### src/sv/sis_pkg.sv
// Types, codes and sizes shared by the sorted store modules.
package sis_pkg;

    localparam int SIS_DEPTH = 16;
    localparam int SIS_CNT_W = $clog2(SIS_DEPTH + 1);
    localparam int SIS_IDX_W = $clog2(SIS_DEPTH);

    localparam logic [1:0] KIND_INSERT = 2'd0;
    localparam logic [1:0] KIND_READ   = 2'd1;
    localparam logic [1:0] KIND_CLEAR  = 2'd2;

    localparam logic [2:0] ST_INSERTED = 3'd0;
    localparam logic [2:0] ST_DROPPED  = 3'd1;
    localparam logic [2:0] ST_EMITTED  = 3'd2;
    localparam logic [2:0] ST_EMPTY    = 3'd3;
    localparam logic [2:0] ST_CLEARED  = 3'd4;

    typedef struct packed {
        logic [1:0]         kind;
        logic signed [31:0] value;
    } t_in_item;

    typedef struct packed {
        logic [2:0]         status;
        logic signed [31:0] entry_value;
        logic               last;
    } t_out_item;

    typedef enum logic [2:0] {
        CELL_HOLD   = 3'b001,
        CELL_INSERT = 3'b010,
        CELL_ROTATE = 3'b100
    } t_cell_op;

    typedef struct packed {
        t_cell_op           op;
        logic signed [31:0] value;
    } t_cell_ctrl;

endpackage

### src/sv/sis_cell.sv
// One cell of the sorted chain: holds one entry and trades it with its neighbors.
module sis_cell
    import sis_pkg::*;
(
    input  logic               i_clk,
    input  t_cell_ctrl         i_ctrl,
    input  logic               i_occupied,
    input  logic               i_tail,
    input  logic               i_prev_lt,
    input  logic signed [31:0] i_prev_value,
    input  logic signed [31:0] i_next_value,
    input  logic signed [31:0] i_head_value,
    output logic signed [31:0] o_value,
    output logic               o_lt
);

    logic signed [31:0] r_value;
    logic signed [31:0] n_value;

    // Flag a stored entry that is smaller than the broadcast value
    assign o_lt    = i_occupied && (r_value < i_ctrl.value);
    assign o_value = r_value;

    always_comb begin
        n_value = r_value;
        unique case (i_ctrl.op)
            CELL_INSERT: begin
                // keep smaller entries, take the value at the boundary, shift the rest
                if (o_lt) begin
                    n_value = r_value;
                end else if (i_prev_lt) begin
                    n_value = i_ctrl.value;
                end else begin
                    n_value = i_prev_value;
                end
            end
            CELL_ROTATE: begin
                // advance toward the head; the tail wraps to the head entry
                n_value = i_tail ? i_head_value : i_next_value;
            end
            default: begin
                n_value = r_value;
            end
        endcase
    end

    always_ff @(posedge i_clk) begin
        r_value <= n_value;
    end

endmodule

### src/sv/sorted_insert_store.sv
// The first result of a request is registered in the output register from the accepted request.
// Insert, clear and empty read: one request per cycle while the output is taken each cycle.
// Read of n entries: n results; the cell chain rotates once per emitted entry and
// no request is taken until the final entry is registered.
// Reset (synchronous, active low) clears the fill count, the read state and the output
// valid; the cell values are not reset and need no clearing pass.
module sorted_insert_store
    import sis_pkg::*;
(
    input  logic      i_clk,
    input  logic      i_rst_n,
    input  logic      i_in_valid,
    output logic      o_in_ready,
    input  t_in_item  i_in_item,
    output logic      o_out_valid,
    input  logic      i_out_ready,
    output t_out_item o_out_item
);

    typedef enum logic [1:0] {
        S_IDLE = 2'b01,
        S_READ = 2'b10
    } t_state;

    t_state                 r_state,     n_state;
    logic [SIS_CNT_W-1:0]   r_count,     n_count;
    logic [SIS_IDX_W-1:0]   r_rd_idx,    n_rd_idx;
    logic                   r_out_valid, n_out_valid;
    t_out_item              r_out,       n_out;

    t_cell_ctrl             w_ctrl;
    logic signed [31:0]     w_cell_value [SIS_DEPTH];
    logic                   w_cell_lt    [SIS_DEPTH];
    logic                   w_slot_free;
    logic                   w_accept;
    logic                   w_full;
    logic                   w_rd_last;

    assign w_slot_free = !r_out_valid || i_out_ready;
    assign o_in_ready  = (r_state == S_IDLE) && w_slot_free;
    assign w_accept    = i_in_valid && o_in_ready;
    assign w_full      = (r_count == SIS_CNT_W'(SIS_DEPTH));
    assign w_rd_last   = (SIS_CNT_W'(r_rd_idx) == r_count - SIS_CNT_W'(1));

    assign o_out_valid = r_out_valid;
    assign o_out_item  = r_out;

    // Decode the request and steer the cell chain
    always_comb begin
        n_state      = r_state;
        n_count      = r_count;
        n_rd_idx     = r_rd_idx;
        n_out_valid  = r_out_valid && !i_out_ready;
        n_out        = r_out;
        w_ctrl.op    = CELL_HOLD;
        w_ctrl.value = i_in_item.value;

        unique case (r_state)
            S_IDLE: begin
                if (w_accept) begin
                    unique case (i_in_item.kind)
                        KIND_INSERT: begin
                            n_out_valid       = 1'b1;
                            n_out.entry_value = '0;
                            n_out.last        = 1'b1;
                            if (w_full) begin
                                n_out.status = ST_DROPPED;
                            end else begin
                                n_out.status = ST_INSERTED;
                                w_ctrl.op    = CELL_INSERT;
                                n_count      = r_count + SIS_CNT_W'(1);
                            end
                        end
                        KIND_READ: begin
                            n_out_valid = 1'b1;
                            if (r_count == '0) begin
                                n_out.status      = ST_EMPTY;
                                n_out.entry_value = '0;
                                n_out.last        = 1'b1;
                            end else begin
                                // emit the head and rotate the chain
                                n_out.status      = ST_EMITTED;
                                n_out.entry_value = w_cell_value[0];
                                n_out.last        = (r_count == SIS_CNT_W'(1));
                                w_ctrl.op         = CELL_ROTATE;
                                if (r_count != SIS_CNT_W'(1)) begin
                                    n_state  = S_READ;
                                    n_rd_idx = SIS_IDX_W'(1);
                                end
                            end
                        end
                        KIND_CLEAR: begin
                            n_out_valid       = 1'b1;
                            n_out.status      = ST_CLEARED;
                            n_out.entry_value = '0;
                            n_out.last        = 1'b1;
                            n_count           = '0;
                        end
                        default: begin
                            // drop unused kind without a result
                        end
                    endcase
                end
            end
            S_READ: begin
                if (w_slot_free) begin
                    n_out_valid       = 1'b1;
                    n_out.status      = ST_EMITTED;
                    n_out.entry_value = w_cell_value[0];
                    n_out.last        = w_rd_last;
                    w_ctrl.op         = CELL_ROTATE;
                    if (w_rd_last) begin
                        n_state  = S_IDLE;
                        n_rd_idx = '0;
                    end else begin
                        n_rd_idx = r_rd_idx + SIS_IDX_W'(1);
                    end
                end
            end
            default: begin
                n_state = S_IDLE;
            end
        endcase
    end

    // Control registers
    always_ff @(posedge i_clk) begin
        if (!i_rst_n) begin
            r_state     <= S_IDLE;
            r_count     <= '0;
            r_rd_idx    <= '0;
            r_out_valid <= 1'b0;
        end else begin
            r_state     <= n_state;
            r_count     <= n_count;
            r_rd_idx    <= n_rd_idx;
            r_out_valid <= n_out_valid;
        end
    end

    // Output payload
    always_ff @(posedge i_clk) begin
        r_out <= n_out;
    end

    // Chain of cells, head at index zero
    for (genvar i = 0; i < SIS_DEPTH; i++) begin : g_cell
        logic               w_prev_lt;
        logic signed [31:0] w_prev_value;
        logic signed [31:0] w_next_value;

        if (i == 0) begin : g_head
            assign w_prev_lt    = 1'b1;
            assign w_prev_value = i_in_item.value;
        end else begin : g_body
            assign w_prev_lt    = w_cell_lt[i-1];
            assign w_prev_value = w_cell_value[i-1];
        end

        if (i == SIS_DEPTH - 1) begin : g_end
            assign w_next_value = w_cell_value[0];
        end else begin : g_mid
            assign w_next_value = w_cell_value[i+1];
        end

        sis_cell u_cell (
            .i_clk        (i_clk),
            .i_ctrl       (w_ctrl),
            .i_occupied   (SIS_CNT_W'(i) < r_count),
            .i_tail       (SIS_CNT_W'(i) == r_count - SIS_CNT_W'(1)),
            .i_prev_lt    (w_prev_lt),
            .i_prev_value (w_prev_value),
            .i_next_value (w_next_value),
            .i_head_value (w_cell_value[0]),
            .o_value      (w_cell_value[i]),
            .o_lt         (w_cell_lt[i])
        );
    end

endmodule

### config.mk
export PLATFORM = sky130hd
export DESIGN_NAME = sorted_insert_store
export DESIGN_NICKNAME = d
export VERILOG_FILES = /design/src/sv/sis_pkg.sv /design/src/sv/sis_cell.sv /design/src/sv/sorted_insert_store.sv
export SDC_FILE = /design/constraint.sdc
export NUM_CORES = 2
export LEC_CHECK = 0
export ABC_AREA = 0
export BUFFER_PORTS_ARGS = -buffer_cell sky130_fd_sc_hd__buf_2
export CELL_PAD_IN_SITES_DETAIL_PLACEMENT = 0
export CELL_PAD_IN_SITES_GLOBAL_PLACEMENT = 1
export CORE_UTILIZATION = 47
export DETAILED_ROUTE_END_ITERATION = 8
export PLACE_DENSITY = 0.88
export SYNTH_ARGS = -nofsm -noshare
export SYNTH_HDL_FRONTEND = slang
export SYNTH_SLANG_ARGS = --single-unit
### constraint.sdc
create_clock -name i_clk -period 5.34 [get_ports i_clk]
set_input_delay 0.534 -clock i_clk [delete_from_list [all_inputs] [get_ports i_clk]]
set_output_delay 0.534 -clock i_clk [all_outputs]
set_load 0.01 [all_outputs]
# == After elaboration in Yosys (flattened, before gate mapping) ==
# Index checks and enable logic that the tools add are counted.
# classes
addsub,3
eq_ne,49
order_cmp,32
n_reduce_logical,49
muxes,94
# ops
op,n
$mux 32,46
$pmux 32 s2,16
$lt 32x32->1,16
$pmux 36 s3,1
$mux 36,2
$pmux 36 s2,1
$ne 2x2->1 const B,22
$lt 4x5->1 const A,8
$eq 4x5->1 const A,7
$mux 34,1
$reduce_and 2->1,15
$mux 4,6
$eq 3x5->1 const A,4
$lt 3x5->1 const A,4
$logic_and 1x1->1,19
$mux 2,7
$pmux 3 s2,2
$reduce_and 6->1,2
$eq 2x5->1 const A,2
$logic_not 5->1,2
$lt 1x5->1 const A,2
$lt 2x5->1 const A,2
$pmux 5 s2,1
$mux 3,3
other kinds (26),36
# totals
input_bits,38
ff_bits,560
wordCells,250

# == Depth between registers and ports, before layout ==
# logic_depth
ltp_word,9
depth_mapped,15
mapped_depth_nobuf,10

# == Modules after synthesis ==
# Synthesis repeated with hierarchy kept, for this count alone.
# hier_totals
hier_cells,5041
area_unflattened_um2,47451.8
# by_module_without_submodules
module,n_inst,area_each_um2,cells_per_inst
sis_cell,16,2790.2,298
sorted_insert_store,1,2808.9,273

# == Least setup slack after synthesis ==
# No wires, ideal clock.
# synth_path
kind,in2reg
startpoint,input i_in_item[19] (netlist bit)
endpoint,register g_cell[15].u_cell.r_value[0] (enable)
setup_slack_ns,-0.434
n_path_buf,1
stages,10
setup_time_ns,0.480
arrival_ns,5.293
path_cell_list,clkbuf_1 > inv_1 > ha_1 > a2111oi_0 > o21ai_0 > o2111ai_1 > a211oi_1 > a2111oi_0 > o21ai_0 > a311oi_1
# synth_via
elab_chain_len,4
# synth_rtl
item,line,rtl
start: declaration,sorted_insert_store.sv:14,"input t_in_item i_in_item,"
$lt 32x32->1,sis_cell.sv:21,assign o_lt = i_occupied && (r_value < i_ctrl.value);
$logic_and 1x1->1,sis_cell.sv:21,
$ne 2x2->1 (no source line),-,
$reduce_and 2->1 (no source line),-,
end signal: assignment,sis_cell.sv:48,r_value <= n_value;
end: declaration,sis_cell.sv:17,logic signed [31:0] r_value;
# No other way between the ends.
# A chain may end at the register's enable or synchronous reset.

# == Final worst setup path ==
# layout_path
startpoint,input i_in_item[19] (netlist bit)
endpoint,register g_cell[15].u_cell.r_value[20] (enable)
# The elaborated chain is that of the path after synthesis.

==> summary.md <==
* **result of the run** completed
* **most instantiated library cell after synthesis** sky130_fd_sc_hd__edfxtp_1
* **CTS sink cnt** 560
* **cell at the root of the clock tree** sky130_fd_sc_hd__clkbuf_16
* **Top-Level Pins** 76
* **sequential fraction of the synthesis area** 0.385
* **gr ovfl total** 0
* **post-layout min period** 4.46 ns
* **TritonCTS clock tree** yes
* **flip-flop and latch count after synthesis** 560
* **fmax** 224 MHz
* **number of pins with negative max-slew slack in the final report** 0
* **maximum vdd ir drop** 259 uV
* **ys async rst share** 0
* **capturing element type of the critical path** flip-flop
* **Synth Net Count** 4878
* **Worst Skew** 0.0307 ns
* **Hold/Removal Path Class** primary input to flip-flop
* **Iter 0 DRT Violations** 6240
* **Synth warnings** 0
* **DP Worst Slack** 0.555 ns
* **count of buffers inserted at the top-level ports** 75
* **number of distinct library cell variants in the gate-level netlist after synthesis** 70
* **area growth from synthesis to final layout** 10.7%
* **cell count after synthesis** 4330
* **Die Area** 93600 sq um
* **buffers inserted during post-CTS setup optimization** 0
* **maximum number of pins on one net before global-route repair** 192
* **top cells by instance count after synthesis** sky130_fd_sc_hd__edfxtp_1 (548), sky130_fd_sc_hd__ha_1 (510), sky130_fd_sc_hd__nand2_1 (435), sky130_fd_sc_hd__mux2i_1 (395), sky130_fd_sc_hd__nand3_1 (317)
* **routability congestion estimate** 1.03
* **Layout Nets** 4845
* **pwr dens** 299 nW/um^2
* **width of the chip** 306 microns
* **post-synthesis instance area** 43400 sq um
* **slew of the pin with the lowest slew margin** 1.32 ns
* **DRT antenna net count** 0
* **CTS clk-pin slew, worst paths** 0.06 ns
* **final HPWL from detailed placement** 120 mm
* **final clock period utilization by the worst path** 0.835
* **core footprint** 91500 sq um
* **setup repair after global routing missed its margin** false
* **static power due to leakage** 20.9 nW
* **average wire per cell in the routed design** 31.5 microns
* **post-cts resize count** 0
* **total wire length** 175 mm
* **worst setup margin** 0.879 ns
* **crit-path max cell delay** 1.10 ns
* **dominant synthesized flop cell** sky130_fd_sc_hd__edfxtp_1
* **Data arrival, critical path** 4.79 ns
* **Yosys top cell by area** sky130_fd_sc_hd__edfxtp_1
* **CTS buffer count** 69
* **total number of vias** 39200
* **share of Yosys cell area claimed by the top area cell type** 0.379
* **GRT Resource Usage Total** 0.365
* **count of standard-cell rows** 111
* **slowest stage cell on the critical path** sky130_fd_sc_hd__a2111oi_0
* **relative slew slack** 0.118
* **smallest hold slack** 0.203 ns
* **number of global-route vias before repair** 36500
* **per-instance average area after synthesis** 10.0 sq um
* **Bufs on Longest Clock Path** 3
* **worst-path cell chain** buf_2 > inv_1 > buf_4 > ha_1 > a2111oi_0 > o21ai_0 > o2111ai_1 > a211oi_1 > a2111oi_0 > o21ai_0 > buf_4 > a311oi_4 > buf_12
* **clock latency of the later-clocked register in the worst-skew pair** 0.65 ns
* **die extent in y** 306 microns
* **DR DRC count** 0
* **first drt pass iteration count** 7
* **share of post-route cells with drive strength above 1** 0.117
* **number of enable flip-flop cells after synthesis** 548
* **first-pass GRT wire length** 252 mm
* **Maximum Capacitance Violations** 0
* **Avg Vias per Cell** 7.08
* **Initial Util** 0.474
* **Fillers** 8074
* **end-of-flow core utilization** 0.525
* **highest fanout seen on the critical path** 17
* **final setup violating endpoints** 0
* **Setup crit start kind** primary input
* **number of H-tree branching levels** 3
* **area used by multi-input combinational logic** 25500 sq um
* **Final Hold Vio Count** 0
* **critical path required time** 5.67 ns
* **FF/Latch Area** 16700 sq um
* **Crit Path Class** primary input to flip-flop
* **accumulated negative setup slack** 0 ns
* **initial antenna violation count** 11
* **most area-consuming cells after synthesis** sky130_fd_sc_hd__edfxtp_1 (38%), sky130_fd_sc_hd__ha_1 (15%), sky130_fd_sc_hd__mux2i_1 (9.1%), sky130_fd_sc_hd__o221ai_1 (5.7%), sky130_fd_sc_hd__nand2_1 (3.8%)
* **post-cts hold buffer count** 0
## cell families after synthesis
family          Yosys count  synth area share
buf+inv                 407            0.0372
xor+xnor                  7           0.00141
fa+ha+maj               510             0.147
mux                     461             0.108
simple gates           1296             0.142
flops                   560             0.385
compound gates         1089             0.179
## layout by cell type (no fill, tap or decap), types with 20 or more instances in the layout
master                      netlist  routed
sky130_fd_sc_hd__ha_1           510     508
sky130_fd_sc_hd__a21oi_1        299     296
sky130_fd_sc_hd__o221a_2         32      32
sky130_fd_sc_hd__mux2i_1        395     393
sky130_fd_sc_hd__nand4_1         69      69
sky130_fd_sc_hd__buf_2           31      75
sky130_fd_sc_hd__nand2_1        435     417
sky130_fd_sc_hd__and4_1          25      24
sky130_fd_sc_hd__nor3_1          25      20
sky130_fd_sc_hd__o21ai_0        115     106
sky130_fd_sc_hd__o221ai_1       280     279
sky130_fd_sc_hd__nand2b_1        33      33
sky130_fd_sc_hd__edfxtp_1       548     548
sky130_fd_sc_hd__nor2_1         203     202
sky130_fd_sc_hd__and3_1          72      72
sky130_fd_sc_hd__inv_1           50      50
sky130_fd_sc_hd__buf_4            7     153
sky130_fd_sc_hd__mux2_2          66      66
sky130_fd_sc_hd__a221o_1         39      39
sky130_fd_sc_hd__and2_1          38      37
sky130_fd_sc_hd__clkbuf_16        0      74
sky130_fd_sc_hd__buf_12           0      24
sky130_fd_sc_hd__a21o_1         101     101
sky130_fd_sc_hd__a211oi_1        86      86
sky130_fd_sc_hd__nor2b_1         50      50
sky130_fd_sc_hd__nand3_1        317     317
## cell type report
type                       count  area share
timing repair buffer         252      0.0417
antenna                        9    0.000469
tap                         1186      0.0309
clock inverter                32     0.00552
multi-input combinational   3363       0.530
clock buffer                  86      0.0401
inverter                      51     0.00398
sequential                   560       0.348
## power breakdown
group / internal [mW] / switching, mW
Sequential: 5.54 / 0.398
Clock: 2.74 / 2.04
Combinational: 1.24 / 2.39
Total: 9.52 / 4.83
## flip-flops by register name (all words and copies together), names as in the netlist
register	flops
o_out_valid	1
g_cell.u_cell.o_value	512
r_rd_idx	4
r_count	5
o_out_item	36
r_state	2
## critical path: cells and delay by family
kind | cells | cell delay, ns
compound gates | 7 | 2.66
fa+ha+maj | 1 | 0.34
buf+inv | 5 | 1.22
## per-layer routing
metal	wire length, microns	global-route usage
met1	65200	0.474
met2	72800	0.533
met3	21400	0.0813
met4	15300	0.272
met5	27	0.00155
## through the flow
step	total power, mW	cells	cell area [sq um]
after CTS	14.2	5530	48000
after detailed placement	9.52	5412	45800
after global routing	14.8	5534	48000
after global placement	9.44	5412	45800
final	14.3	5539	48000
after floorplan	7.98	4330	43400
## path summary, 6_finish.rpt
check / start / endpoint / slack (ns) / depth (start not counted)
worst min-delay path: i_rst_n / r_state[0] / 0.20 / 2
worst max-delay path: i_in_item[19] / g_cell[15].u_cell.o_value[20] / 0.88 / 13
worst max register to register: g_cell[9].u_cell.o_value[17] / g_cell[10].u_cell.o_value[26] / 1.05 / 11
worst min register to register: r_state[1] / r_state[1] / 0.49 / 2
Power figures use the tool's default switching activity.
